[config.mk]
export PLATFORM = sky130hd
export DESIGN_NAME = decimal_text_to_fixed_point
export DESIGN_NICKNAME = d
export VERILOG_FILES = /design/src/rtl/core/dtfp_pkg.sv /design/src/rtl/core/dtfp_scale.sv /design/src/rtl/core/decimal_text_to_fixed_point.sv
export SDC_FILE = /design/constraint.sdc
export NUM_CORES = 1
export LEC_CHECK = 0
export ABC_CLOCK_PERIOD_IN_PS = 28200
export BUFFER_PORTS_ARGS = -buffer_cell sky130_fd_sc_hd__clkbuf_2
export CAP_MARGIN = 20
export CORE_AREA = 4 4 206 208
export CTS_CLUSTER_SIZE = 10
export DETAILED_ROUTE_END_ITERATION = 6
export DIE_AREA = 0 0 210 212
export PLACE_DENSITY = 0.73
export SYNTH_ARGS = -nofsm -noshare
export SYNTH_HDL_FRONTEND = slang
export SYNTH_SLANG_ARGS = --single-unit
[constraint.sdc]
create_clock -name clk_i -period 28.2 [get_ports clk_i]
set_input_delay 2.82 -clock clk_i [delete_from_list [all_inputs] [get_ports clk_i]]
set_output_delay 2.82 -clock clk_i [all_outputs]
set_load 0.01 [all_outputs]
[src/rtl/core/dtfp_pkg.sv]
`default_nettype none

package dtfp_pkg;

  localparam int unsigned VALUE_BITS = 32;
  localparam int unsigned COUNT_BITS = 16;

  // The integer part never exceeds 2^(VALUE_BITS-1).
  localparam int unsigned ACC_BITS   = VALUE_BITS;
  localparam int unsigned ACC_X_BITS = ACC_BITS + 4;
  // Kept fraction digits stay at or below 999.
  localparam int unsigned FRAC_BITS  = 10;
  // Integer part times 100 plus a rounded fraction of up to 100.
  localparam int unsigned MAG_BITS   = VALUE_BITS + 7;
  localparam int unsigned RND_BITS   = 7;

  // x / 10 == (x * 205) >> 11 for every x below 1029.
  localparam int unsigned RECIP       = 205;
  localparam int unsigned RECIP_SHIFT = 11;
  localparam int unsigned RPROD_BITS  = FRAC_BITS + 1 + 8;

  localparam logic [MAG_BITS-1:0] MAG_CAP = MAG_BITS'(1) << (VALUE_BITS - 1);

  typedef enum logic [1:0] {
    MODE_TWO_DEC = 2'd0,
    MODE_ONE_DEC = 2'd1,
    MODE_INTEGER = 2'd2
  } mode_e;

  // Code 3 on the configuration port is taken as integer mode.
  localparam logic [1:0] MODE_CODE_ALIAS = 2'd3;

  localparam logic [1:0] KEPT_TWO_DEC = 2'd3;
  localparam logic [1:0] KEPT_ONE_DEC = 2'd2;

  localparam logic [7:0] CHAR_TAB   = 8'h09;
  localparam logic [7:0] CHAR_CR    = 8'h0D;
  localparam logic [7:0] CHAR_SPACE = 8'h20;
  localparam logic [7:0] CHAR_PLUS  = 8'h2B;
  localparam logic [7:0] CHAR_MINUS = 8'h2D;
  localparam logic [7:0] CHAR_DOT   = 8'h2E;
  localparam logic [7:0] CHAR_ZERO  = 8'h30;
  localparam logic [7:0] CHAR_NINE  = 8'h39;

  typedef struct packed {
    logic                 negative;
    logic                 point_seen;
    logic [1:0]           frac_count;
    logic [FRAC_BITS-1:0] frac_digits;
    logic [ACC_BITS-1:0]  acc;
    logic                 saturated;
  } parse_t;

  typedef struct packed {
    logic [VALUE_BITS-1:0] value;
    logic                  overflow;
  } scaled_t;

endpackage

`default_nettype wire

[src/rtl/core/dtfp_scale.sv]
`default_nettype none

module dtfp_scale (
  input  dtfp_pkg::mode_e   mode_i,
  input  dtfp_pkg::parse_t  parse_i,
  output dtfp_pkg::scaled_t scaled_o
);

  logic [1:0]                        kept;
  logic [1:0]                        missing;
  logic [dtfp_pkg::FRAC_BITS-1:0]    frac_pad;
  logic [dtfp_pkg::FRAC_BITS:0]      rnd_sum;
  logic [dtfp_pkg::RPROD_BITS-1:0]   rprod;
  logic [dtfp_pkg::RND_BITS-1:0]     rnd;
  logic [dtfp_pkg::MAG_BITS-1:0]     mag;
  logic [dtfp_pkg::MAG_BITS-1:0]     limit;
  logic [dtfp_pkg::MAG_BITS-1:0]     mag_sel;
  logic [dtfp_pkg::VALUE_BITS-1:0]   mag_low;
  logic                              ovf;

  always_comb begin
    kept    = (mode_i == dtfp_pkg::MODE_TWO_DEC) ? dtfp_pkg::KEPT_TWO_DEC
                                                 : dtfp_pkg::KEPT_ONE_DEC;
    missing = kept - parse_i.frac_count;

    // Pad the kept fraction digits out to the full kept count.
    unique case (missing)
      2'd0:    frac_pad = parse_i.frac_digits;
      2'd1:    frac_pad = dtfp_pkg::FRAC_BITS'(parse_i.frac_digits * 10'd10);
      2'd2:    frac_pad = dtfp_pkg::FRAC_BITS'(parse_i.frac_digits * 10'd100);
      default: frac_pad = dtfp_pkg::FRAC_BITS'(parse_i.frac_digits * 10'd1000);
    endcase

    // Round half away from zero by dropping the last digit.
    rnd_sum = {1'b0, frac_pad} + (dtfp_pkg::FRAC_BITS + 1)'(5);
    rprod   = dtfp_pkg::RPROD_BITS'(rnd_sum) * dtfp_pkg::RPROD_BITS'(dtfp_pkg::RECIP);
    rnd     = dtfp_pkg::RND_BITS'(rprod >> dtfp_pkg::RECIP_SHIFT);

    unique case (mode_i)
      dtfp_pkg::MODE_TWO_DEC:
        mag = dtfp_pkg::MAG_BITS'(parse_i.acc) * dtfp_pkg::MAG_BITS'(100)
              + dtfp_pkg::MAG_BITS'(rnd);
      dtfp_pkg::MODE_ONE_DEC:
        mag = dtfp_pkg::MAG_BITS'(parse_i.acc) * dtfp_pkg::MAG_BITS'(10)
              + dtfp_pkg::MAG_BITS'(rnd);
      default:
        // A rounded tenth can only carry into the units when it reaches ten.
        mag = dtfp_pkg::MAG_BITS'(parse_i.acc)
              + dtfp_pkg::MAG_BITS'(rnd == dtfp_pkg::RND_BITS'(10));
    endcase

    limit   = parse_i.negative ? dtfp_pkg::MAG_CAP
                               : dtfp_pkg::MAG_CAP - dtfp_pkg::MAG_BITS'(1);
    ovf     = parse_i.saturated || (mag > limit);
    mag_sel = ovf ? limit : mag;
    mag_low = mag_sel[dtfp_pkg::VALUE_BITS-1:0];

    scaled_o.value    = parse_i.negative ? (~mag_low + dtfp_pkg::VALUE_BITS'(1)) : mag_low;
    scaled_o.overflow = ovf;
  end

endmodule

`default_nettype wire

[src/rtl/core/decimal_text_to_fixed_point.sv]
// Decimal text to fixed-point parser. Characters enter one per request on the
// input channel; leading whitespace, one sign, integer digits, a point and
// fraction digits are gathered, and the first other character ends the number
// and produces one result request carrying the signed, rounded and saturated
// value, the count of characters used and that stop character. The block takes
// one character every cycle unless a stop character waits on a held result:
// each character is registered in the input register, then folded into the
// parse state by a multiply-by-ten accumulate; for a stop character the
// rounding and scaling run combinationally and the result is loaded into the
// output register once it is free. The result register lets the next number
// start while a result is still held. The user must write decimal_mode only
// between numbers; the block does not enforce it. Code 3 acts as integer mode.

`default_nettype none

module decimal_text_to_fixed_point (
  input  wire logic                            clk_i,
  input  wire logic                            rst_ni,
  input  wire logic                            cfg_we_i,
  input  wire logic [1:0]                      cfg_wdata_i,
  input  wire logic                            in_valid_i,
  output logic                                 in_stall_o,
  input  wire logic [7:0]                      text_char_i,
  output logic                                 out_valid_o,
  input  wire logic                            out_stall_i,
  output logic signed [dtfp_pkg::VALUE_BITS-1:0] value_o,
  output logic [dtfp_pkg::COUNT_BITS-1:0]      chars_used_o,
  output logic [7:0]                           stop_char_o,
  output logic                                 overflow_o
);

  typedef enum logic {
    PH_SPACE,
    PH_BODY
  } phase_e;

  dtfp_pkg::mode_e                 mode_q;
  logic                            char_valid_q;
  logic [7:0]                      char_q;
  phase_e                          phase_q, phase_d;
  dtfp_pkg::parse_t                parse_q, parse_d;
  logic [dtfp_pkg::COUNT_BITS-1:0] count_q, count_d, count_inc;
  logic                            out_valid_q;
  logic [dtfp_pkg::VALUE_BITS-1:0] value_q;
  logic [dtfp_pkg::COUNT_BITS-1:0] chars_used_q;
  logic [7:0]                      stop_char_q;
  logic                            overflow_q;

  logic                            is_space, is_sign, is_dot, is_digit;
  logic                            body_char, stop, out_free, proc, accept;
  logic [1:0]                      kept;
  logic [3:0]                      digit;
  logic [dtfp_pkg::ACC_X_BITS-1:0] acc_next;
  dtfp_pkg::scaled_t               scaled;

  dtfp_scale u_scale (
    .mode_i   (mode_q),
    .parse_i  (parse_q),
    .scaled_o (scaled)
  );

  always_comb begin
    is_space  = (char_q == dtfp_pkg::CHAR_SPACE) ||
                ((char_q >= dtfp_pkg::CHAR_TAB) && (char_q <= dtfp_pkg::CHAR_CR));
    is_sign   = (char_q == dtfp_pkg::CHAR_MINUS) || (char_q == dtfp_pkg::CHAR_PLUS);
    is_dot    = (char_q == dtfp_pkg::CHAR_DOT);
    is_digit  = (char_q >= dtfp_pkg::CHAR_ZERO) && (char_q <= dtfp_pkg::CHAR_NINE);
    digit     = char_q[3:0];
    // Whitespace and a sign are only swallowed before the number body starts.
    body_char = !((phase_q == PH_SPACE) && (is_space || is_sign));
    stop      = body_char && !is_dot && !is_digit;
    out_free  = !out_valid_q || !out_stall_i;
    proc      = char_valid_q && (!stop || out_free);
    kept      = (mode_q == dtfp_pkg::MODE_TWO_DEC) ? dtfp_pkg::KEPT_TWO_DEC
                                                   : dtfp_pkg::KEPT_ONE_DEC;
    count_inc = (count_q == {dtfp_pkg::COUNT_BITS{1'b1}}) ? count_q
                                                          : count_q + 1'b1;
    acc_next  = dtfp_pkg::ACC_X_BITS'(parse_q.acc) * dtfp_pkg::ACC_X_BITS'(10)
                + dtfp_pkg::ACC_X_BITS'(digit);
  end

  assign in_stall_o = char_valid_q && !proc;
  assign accept     = in_valid_i && !in_stall_o;

  always_comb begin
    phase_d = phase_q;
    parse_d = parse_q;
    count_d = count_q;
    if (!body_char) begin
      count_d = count_inc;
      if (is_sign) begin
        phase_d          = PH_BODY;
        parse_d.negative = (char_q == dtfp_pkg::CHAR_MINUS);
      end
    end else if (is_dot) begin
      phase_d            = PH_BODY;
      parse_d.point_seen = 1'b1;
      count_d            = count_inc;
    end else if (is_digit) begin
      phase_d = PH_BODY;
      count_d = count_inc;
      if (parse_q.point_seen) begin
        if (parse_q.frac_count < kept) begin
          parse_d.frac_digits =
            dtfp_pkg::FRAC_BITS'(parse_q.frac_digits * dtfp_pkg::FRAC_BITS'(10))
            + dtfp_pkg::FRAC_BITS'(digit);
          parse_d.frac_count  = parse_q.frac_count + 2'd1;
        end
      end else if (!parse_q.saturated) begin
        if (acc_next > dtfp_pkg::ACC_X_BITS'(dtfp_pkg::MAG_CAP)) begin
          parse_d.saturated = 1'b1;
        end else begin
          parse_d.acc = acc_next[dtfp_pkg::ACC_BITS-1:0];
        end
      end
    end else begin
      phase_d = PH_SPACE;
      parse_d = '0;
      count_d = '0;
    end
  end

  always_ff @(posedge clk_i or negedge rst_ni) begin
    if (!rst_ni) begin
      mode_q       <= dtfp_pkg::MODE_TWO_DEC;
      char_valid_q <= 1'b0;
      phase_q      <= PH_SPACE;
      parse_q      <= '0;
      count_q      <= '0;
      out_valid_q  <= 1'b0;
    end else begin
      if (cfg_we_i) begin
        mode_q <= (cfg_wdata_i == dtfp_pkg::MODE_CODE_ALIAS) ? dtfp_pkg::MODE_INTEGER
                                                             : dtfp_pkg::mode_e'(cfg_wdata_i);
      end
      if (accept) begin
        char_valid_q <= 1'b1;
      end else if (proc) begin
        char_valid_q <= 1'b0;
      end
      if (proc) begin
        phase_q <= phase_d;
        parse_q <= parse_d;
        count_q <= count_d;
      end
      if (proc && stop) begin
        out_valid_q <= 1'b1;
      end else if (!out_stall_i) begin
        out_valid_q <= 1'b0;
      end
    end
  end

  always_ff @(posedge clk_i) begin
    if (accept) begin
      char_q <= text_char_i;
    end
    if (proc && stop) begin
      value_q      <= scaled.value;
      overflow_q   <= scaled.overflow;
      chars_used_q <= count_q;
      stop_char_q  <= char_q;
    end
  end

  assign out_valid_o  = out_valid_q;
  assign value_o      = value_q;
  assign chars_used_o = chars_used_q;
  assign stop_char_o  = stop_char_q;
  assign overflow_o   = overflow_q;

endmodule

`default_nettype wire

-- After elaboration in Yosys (flattened, before gate mapping)
Index checks and enable logic that the tools add are counted.
W data, S select, Z words.
- flip-flop bits (word level): 133
- word-level logic and storage cells: 127
- input bits: 15
- output and inout port bits: 59
- bitwise logic cells: 4
- reduce and logical (&&, ||, !) cells: 32
- order comparisons: 7
- add/sub/neg operators: 10
- multiplexer cells: 31
- $mul: 7
- equality and inequality tests: 20
- operators by type and width (cell ; number):
    $mux W32 ; 4
    $pmux W39 S2 ; 1
    $mul A32 B3 Y35 const B ; 2
    $mux W33 ; 2
    $mux W16 ; 4
    $mux W45 ; 1
    $add A39 B7 Y39 ; 1
    $gt A39 B32 Y1 ; 1
    $add A36 B7 Y37 ; 1
    $mul A32 B5 Y37 const B ; 1
    $add A36 B4 Y36 ; 1
    $gt A36 B32 Y1 const B ; 1
    $add A32 B1 Y33 ; 1
    $add A32 B1 Y32 const B ; 1
    $eq A8 B6 Y1 const B ; 4
    $not A32 Y32 ; 1
    $pmux W10 S3 ; 1
    $mux W12 ; 2
    $mul A11 B8 Y18 const B ; 1
    $add A16 B1 Y16 const B ; 1
    $eq A16 B16 Y1 const B ; 1
    $mux W1 ; 14
    $ne A2 B2 Y1 const B ; 6
    $add A10 B3 Y11 const B ; 1
    other kinds (27) ; 57

-- Longest topological paths before layout
Gate-level depths: netlist (run 1).
- word-level depth: 16
- depth in mapped cells: 68
- depth with buffers taken out: 63

-- Modules after synthesis
Synthesis (run 1) repeated with hierarchy kept, for this count alone.
- cell total of the unflattened synthesis: 2871
- area, all modules: 23379.9 um^2
- by module, submodules not included (module ; seq. area each (um^2) ; cells each ; times used ; area each (um^2)):
    dtfp_scale ; 0.0 ; 1966 ; 1 ; 14348.8
    decimal_text_to_fixed_point ; 3653.5 ; 905 ; 1 ; 9031.2

-- Worst setup path before layout (run 1)
No wires, ideal clock.
- kind: register -> register
- from: register mode_q[1]
- to: register value_q (netlist bit value_o[14]), data pin
- setup slack: 14055 ps
- path buffers: 8
- required time: 27944 ps
- data arrival time: 13889 ps
- cell stages (with the launch flop): 61
- setup time: 256 ps
- clock period less this slack: 14145 ps
- cell sequence: dfrtp_1 -> clkbuf_1 -> nor2_1 -> clkinv_1 -> clkbuf_1 -> ha_1 -> buf_6 -> clkbuf_1 -> mux2_2 -> and2_1 -> ha_1 -> a211oi_1 -> nor2_1 -> xor2_1 -> ha_1 -> inv_1 -> fa_1 -> inv_1 -> (+25 left out) -> nor2_1 -> o311ai_0 -> and3_1 -> nor2_1 -> or3_1 -> o41ai_2 -> o22ai_1 -> nand2_2 -> inv_1 -> buf_2 -> buf_1 -> nand2_1 -> a21boi_0 -> ha_1 -> clkbuf_1 -> clkbuf_1 -> o21ai_0 -> a31o_2
- RTL lines (what ; RTL line ; RTL):
    from (decl) ; decimal_text_to_fixed_point.sv:37 ; dtfp_pkg::mode_e mode_q;
    from (signal assigned) ; decimal_text_to_fixed_point.sv:125 ; mode_q <= dtfp_pkg::MODE_TWO_DEC;
    from (signal assigned) ; decimal_text_to_fixed_point.sv:133 ; mode_q <= (cfg_wdata_i == dtfp_pkg::MODE_CODE_ALIAS) ? dtfp_pkg::MODE_INTEGER
    to (signal assigned) ; decimal_text_to_fixed_point.sv:159 ; value_q <= scaled.value;
    to (decl) ; decimal_text_to_fixed_point.sv:44 ; logic [dtfp_pkg::VALUE_BITS-1:0] value_q;

==> results.toml, run 1 <==
[timing]
period_needed_ns = 17.01
fin_worst_skew_ns = 0.02106
fin_crit_sh_pct = 60.32
slew_violations = 0
fmax_mhz = 58.79
finalHoldViolations = 0
worst_pin_slew_ns = 1.244
setup_viol = 0
relSlewSlack_pct = 17.08
setup_tns_ns = 0
rsz0062_at_grt = "false"

[job]
cap_violations = 0

[logic_synthesis]
async_flop_share_pct = 51.13
yosysSeqAreaShare_pct = 17.41
synth.distinct_cells = 118
synth-seq-cells = 133
synth-edff-count = 65
ys_warn_count = 0
synthCells = 2535
ys.flop_type = "dfrtp_1"
synth.net_count = 2901
synth.cell_area_sq_um = 20990
syn_area_per_cell_sq_um = 8.278

[floorplanning]
io_pins = 74
start_util_pct = 51.75
rows = 74
die_area_sq_um = 44520
dieHeight_um = 212
core_area_sq_um = 40550
die_w_um = 210

[power]
p_clk_share_pct = 27.6
p_sw_share_pct = 41.04
p_int_w = 0.0004871
p_per_area_nw_per_um2 = 36.89
power_w = 0.0008262
p_leak_nw = 10.52
power_frac_comb_pct = 42.6
power_frac_seq_pct = 29.7
net-switching-power_w = 0.0003391
ir_drop_mv = 0.04749

[detailed_routing]
drc = 1
num_vias = 19950
final_antenna_net_count = 0
first_pass_iters = 7
via_per_inst = 6.420
wl_um = 66540
wl_per_cell_um = 21.42
drtIter0Drc = 2411

[global_routing]
grt_pass1_wl_um = 104700
grt.total_usage_pct = 29.18
first_global_vias = 18670
grt_max_degree = 88
antenna_found_initial = 0
overflow = 0

[placement]
dp_cells = 3074
place_congestion = 1.020
hpwlAfterDp_um = 53360
io_buffers = 73
placed_area_sq_um = 21810

[cts]
post_cts_resized = 0
root_buffer = "clkbuf_16"
cts_made_buffers = 17
insertion_delay_ns = 0.45
postCtsHoldBufs = 0
h-tree-depth = 4
cts_sinks = 133
post-cts-setup-buffer-count = 0
cts_buffer_depth = 2
clk_pin_slew_ns = 0.06
cts_tree = "done"

[setup_path]
criticalPathCategory = "reg2reg"
crit_path_start_kind = "flop"
crit_top_cell = "ha_1"
crit_fanout = 36
required_ns = 28.46
cp_slowest_cell = "ha_1"
slowest_delay_ns = 1.05
endpoint_kind = "flop"
crit_arrival_ns = 17.27

[layout]
drive_gt1_share_pct = 8.000
final_cell_area_sq_um = 22400
syn_to_final_growth_pct = 6.719
fin_cells = 3107
finish.net_count = 2928
antenna_cells = 0

[status]
run_status = "complete, but fails checks"
violations = "DRC"

[hold_path]
hp-class = "reg2reg"
stage by stage:
step                hold WS, ns  setup WS [ns]  util, %
finish                   0.4874          11.19    55.22
global route             0.4988          9.890    55.22
CTS                      0.4908          11.51    55.21
detailed placement       0.4780          11.61    53.79
global placement         0.4677          11.99    53.76
floorplan                0.4470          14.05        -
per-layer routing:
metal	vias up	GRT usage (%)	part of all wire (%)
met5	-	0	0
met1	9565	41.69	45
li1	9361	-	-
met2	924	47.10	45
met3	98	4.914	8.4
met4	0	5.828	1.7
final cells by class:
type	count	area (sq um)
Clock inverter	13	145.1
Sequential cell	133	3655
Tap cell	532	665.6
Multi-Input combinational cell	2057	16020
Inverter	263	987.2
Clock buffer	19	432.9
Timing Repair Buffer	90	486.7
Fill cell	3708	18160
critical path, delay by kind of cell (launching register included):
family / cells / cell delay (ns)
DFF: 1 / 0.60
muxes: 1 / 0.41
buffers and inverters: 7 / 1.24
and+or+nand+nor: 19 / 4.92
AOI/OAI and AO/OA: 16 / 3.91
xor gates and xnor gates: 3 / 0.70
adders and majority gates: 11 / 5.01
final timing paths:
| check | startpoint | end | slack, ns | cells after the start |
|---|---|---|---|---|
| worst max-delay path | mode_q[0]$_DFFE_PN0P_ | value_o[24]$_DFFE_PP_ | 11.19 | 57 |
| worst min-delay path | parse_q[42]$_DFFE_PN0P_ | parse_q[42]$_DFFE_PN0P_ | 0.49 | 2 |
| worst min register to register | parse_q[42]$_DFFE_PN0P_ | parse_q[42]$_DFFE_PN0P_ | 0.49 | 2 |
| min in group asynchronous | rst_ni | parse_q[40]$_DFFE_PN0P_ | 2.54 | 1 |
| worst max register to register | mode_q[0]$_DFFE_PN0P_ | value_o[24]$_DFFE_PP_ | 11.19 | 57 |
| max in group asynchronous | rst_ni | parse_q[46]$_DFFE_PN0P_ | 24.95 | 1 |
flip-flops by register name, summed over array words and instances (netlist names):
signal,flops
char_q,8
char_valid_q,1
chars_used_o,16
count_q,16
mode_q,2
out_valid_o,1
overflow_o,1
parse_q,47
phase_q,1
stop_char_o,8
value_o,32
power by group through the flow:
stage | clock network (W) | logic, W | registers (W)
detailed placement | 0 | 0.000343 | 0.000249
floorplan | 0 | 0.000239 | 0.000254
CTS | 0.000231 | 0.000346 | 0.000246
global route | 0.000239 | 0.000389 | 0.000248
global placement | 0 | 0.000336 | 0.000249
finish | 0.000228 | 0.000352 | 0.000246
kinds of logic after synthesis:
kind of cell | after synthesis | share of synthesized area (%)
and+or+nand+nor | 846 | 20.82
AOI/OAI and AO/OA | 612 | 20.64
adders and majority gates | 351 | 23.00
buffers and inverters | 345 | 6.326
xor gates and xnor gates | 176 | 7.912
DFF | 133 | 17.41
muxes | 72 | 3.887
layout by cell type (no fill, tap or decap), drive strengths merged, types with 28 or more instances in the layout:
cell,synthesis,layout
nor3,68,68
xnor2,114,114
nand2,212,212
nor4,39,39
mux2i,45,45
edfxtp,65,65
o21ai,115,115
nand4,49,49
nor2,181,181
inv,260,266
a21o,51,51
clkbuf,63,91
a21oi,130,130
or3,30,30
o211ai,34,34
ha,293,293
and3,28,28
fa,58,58
a31oi,30,30
a211oi,45,45
nand3,89,89
xor2,54,54
o21a,28,28
and2,30,30
dfrtp,68,68
Yosys cell counts (12+ instances only):
library cell  count  area, sq um
a211o_1          13        113.9
a211oi_1         39        292.8
a21o_1           51        382.9
a21oi_1         128        640.6
a31oi_1          29        181.4
and2_1           30        187.7
and3_1           28        175.2
and4_1           15        131.4
clkbuf_1         62        232.7
dfrtp_1          68         1702
edfxtp_1         65         1952
fa_1             58         1161
ha_1            293         3666
inv_1           259        972.2
mux2_2           22        247.7
mux2i_1          44        440.4
nand2_1         211        792.0
nand2b_1         23        143.9
nand3_1          89        445.4
nand4_1          47        294.0
nor2_1          179        671.9
nor2b_1          12        75.07
nor3_1           68        340.3
nor3b_1          14        105.1
nor4_1           35        219.0
o2111ai_1        18        157.7
o211ai_1         33        247.7
o21a_1           28        210.2
o21ai_0         109        545.5
o31ai_1          13        97.59
or2_2            13        81.33
or3_1            30        187.7
xnor2_1         113        989.7
xor2_1           54        473.0
Note: power is estimated with default switching activity, not from simulation.
==> inputs of run 2 (changes only) <==
- ABC_CLOCK_PERIOD_IN_PS: 28200 -> 14700
- PLACE_DENSITY: 0.73 -> 0.76
- clock period: 28.2 -> 14.7 ns (I/O delays scaled with it)
==> results.toml, run 2 (synthesized netlist as in run 1, its figures left out) <==
[cts]
h-tree-depth = 4
cts_tree = "done"
insertion_delay_ns = 0.46
cts_buffer_depth = 2
cts_made_buffers = 17
clk_pin_slew_ns = 0.07
root_buffer = "clkbuf_16"
cts_sinks = 133
postCtsHoldBufs = 0

[timing]
relSlewSlack_pct = 28.86
slew_violations = 0
setup_viol = 0
fmax_mhz = 70.25
timing.final.ws_setup_ns = 0.4659
fin_worst_skew_ns = 0.01466
fin_crit_sh_pct = 96.83
finalHoldViolations = 0
period_needed_ns = 14.23
worst_pin_slew_ns = 1.057

[global_routing]
grt_pass1_wl_um = 106000
grt.total_usage_pct = 29.57
overflow = 0
grt_max_degree = 69
antenna_found_initial = 0
first_global_vias = 19270

[placement]
hpwlAfterDp_um = 53990
place_congestion = 1.013
place_ws_ns = -0.2374
dp_cells = 3097
io_buffers = 73

[layout]
regArea_sq_um = 3656
antenna_cells = 0
largest_reg_flops = 47
final_cell_mix = "ha_1, inv_1, nand2_1, nor2_1, a21oi_1"
syn_to_final_growth_pct = 9.796
fillers = 3699
fin_cells = 3149
final_common_cell = "ha_1"
largest-register = "parse_q"
multiInputGateArea_sq_um = 16300
finish.net_count = 2970
drive_gt1_share_pct = 11.20

[status]
run_status = "complete, but fails checks"
violations = "DRC"

[detailed_routing]
wl_met2_um = 31020
top_layer = "met4"
via_per_inst = 6.431
num_vias = 20250
met3_length_um = 5557
drc = 2
wl_per_cell_um = 21.66
final_antenna_net_count = 0
drtIter0Drc = 2336
wl_met1_um = 30130
first_pass_iters = 7
wl_um = 68220

[power]
p_per_area_nw_per_um2 = 73.08
ir_drop_mv = 0.08577
p_leak_nw = 10.82

[floorplanning]
die_area_sq_um = 44520
die_w_um = 210
rows = 74
io_pins = 74
start_util_pct = 51.75
core_area_sq_um = 40550
dieHeight_um = 212

[hold_path]
min_path_cells = 2
min_to = "parse_q[42]$_DFFE_PN0P_"
hold_path_startpoint = "parse_q[42]$_DFFE_PN0P_"
hp-class = "reg2reg"

[setup_path]
slowest_delay_ns = 0.54
required_ns = 14.90
crit_buf_inv = 10
r2r_cells = 59
timing.rr.start = "parse_q[33]$_DFFE_PN0P_"
reg2reg_slack_ns = 0.47
critPathTopFamily = "adder cells"
cp_slowest_cell = "fa_1"
crit_fanout = 40
regToRegEndpoint = "value_o[25]$_DFFE_PP_"
crit_arrival_ns = 14.43
cp-startpoint = "parse_q[33]$_DFFE_PN0P_"
crit_path_start_kind = "flop"
criticalPathCategory = "reg2reg"
endpoint_kind = "flop"

[job]
cap_violations = 0
run 2: worst register-to-register path: cells and delay by family, from the launching register on:
| kind | cells | cell delay (ns) |
|---|---|---|
| buffers and inverters | 10 | 0.99 |
| AO/OA/AOI/OAI | 19 | 4.14 |
| XOR/XNOR | 4 | 0.67 |
| AND/OR/NAND/NOR | 13 | 2.84 |
| flip-flops | 1 | 0.39 |
| adder cells (fa/ha/maj) | 12 | 4.81 |
| multiplexers | 1 | 0.12 |
run 2: power breakdown:
part	internal (W)	leakage, nW	switching (W)	total (W)
Sequential	0.000446	1.56	0.0000269	0.000473
Combinational	0.000275	8.97	0.000472	0.000746
Clock	0.000268	0.287	0.000196	0.000465
Total	0.000989	10.8	0.000695	0.00168
run 2: worst max path at each step:
stage | to | slack (ns) | depth (start not counted)
floorplan | value_o[14]$_DFFE_PP_ | 0.55 | 60
CTS | value_o[25]$_DFFE_PP_ | 0.002 | 57
detailed placement | value_o[24]$_DFFE_PP_ | -0.24 | 61
finish | value_o[25]$_DFFE_PP_ | 0.47 | 59
global placement | value_o[20]$_DFFE_PP_ | 0.1 | 59
global route | value_o[30]$_DFFE_PP_ | -0.17 | 64
run 2: final cells by class:
class	count	share of cell area, %
Clock buffer	18	1.863
Clock inverter	14	0.7603
Inverter	263	4.301
Multi-Input combinational cell	2057	70.76
Sequential cell	133	15.87
Tap cell	532	2.889
Timing Repair Buffer	132	3.557
run 2: repair_timing:
item	CTS	global route
gates cloned	0	0
hold endpoints to repair	0	0
buffers inserted	0	19
gates resized for setup	6	53
pin swaps	1	18
endpoints found under the setup margin	20	31
run 2: stage by stage:
stage	power [W]	TNS, ns	area (sq um)	hold slack, ns	util (%)
floorplan	0.0009460	0	20990	0.4470	-
global placement	0.001146	0	21990	0.4669	54.23
detailed placement	0.001164	-1.568	21990	0.4663	54.23
CTS	0.001627	0	22620	0.4805	55.79
global route	0.001772	-1.266	23040	0.4942	56.82
finish	0.001684	0	23040	0.4800	56.82
run 2: metal layers:
layer	up-vias	GRT usage, %
li1	9427	-
met5	-	0
met2	955	48.43
met1	9757	41.43
met3	112	4.191
met4	0	7.673
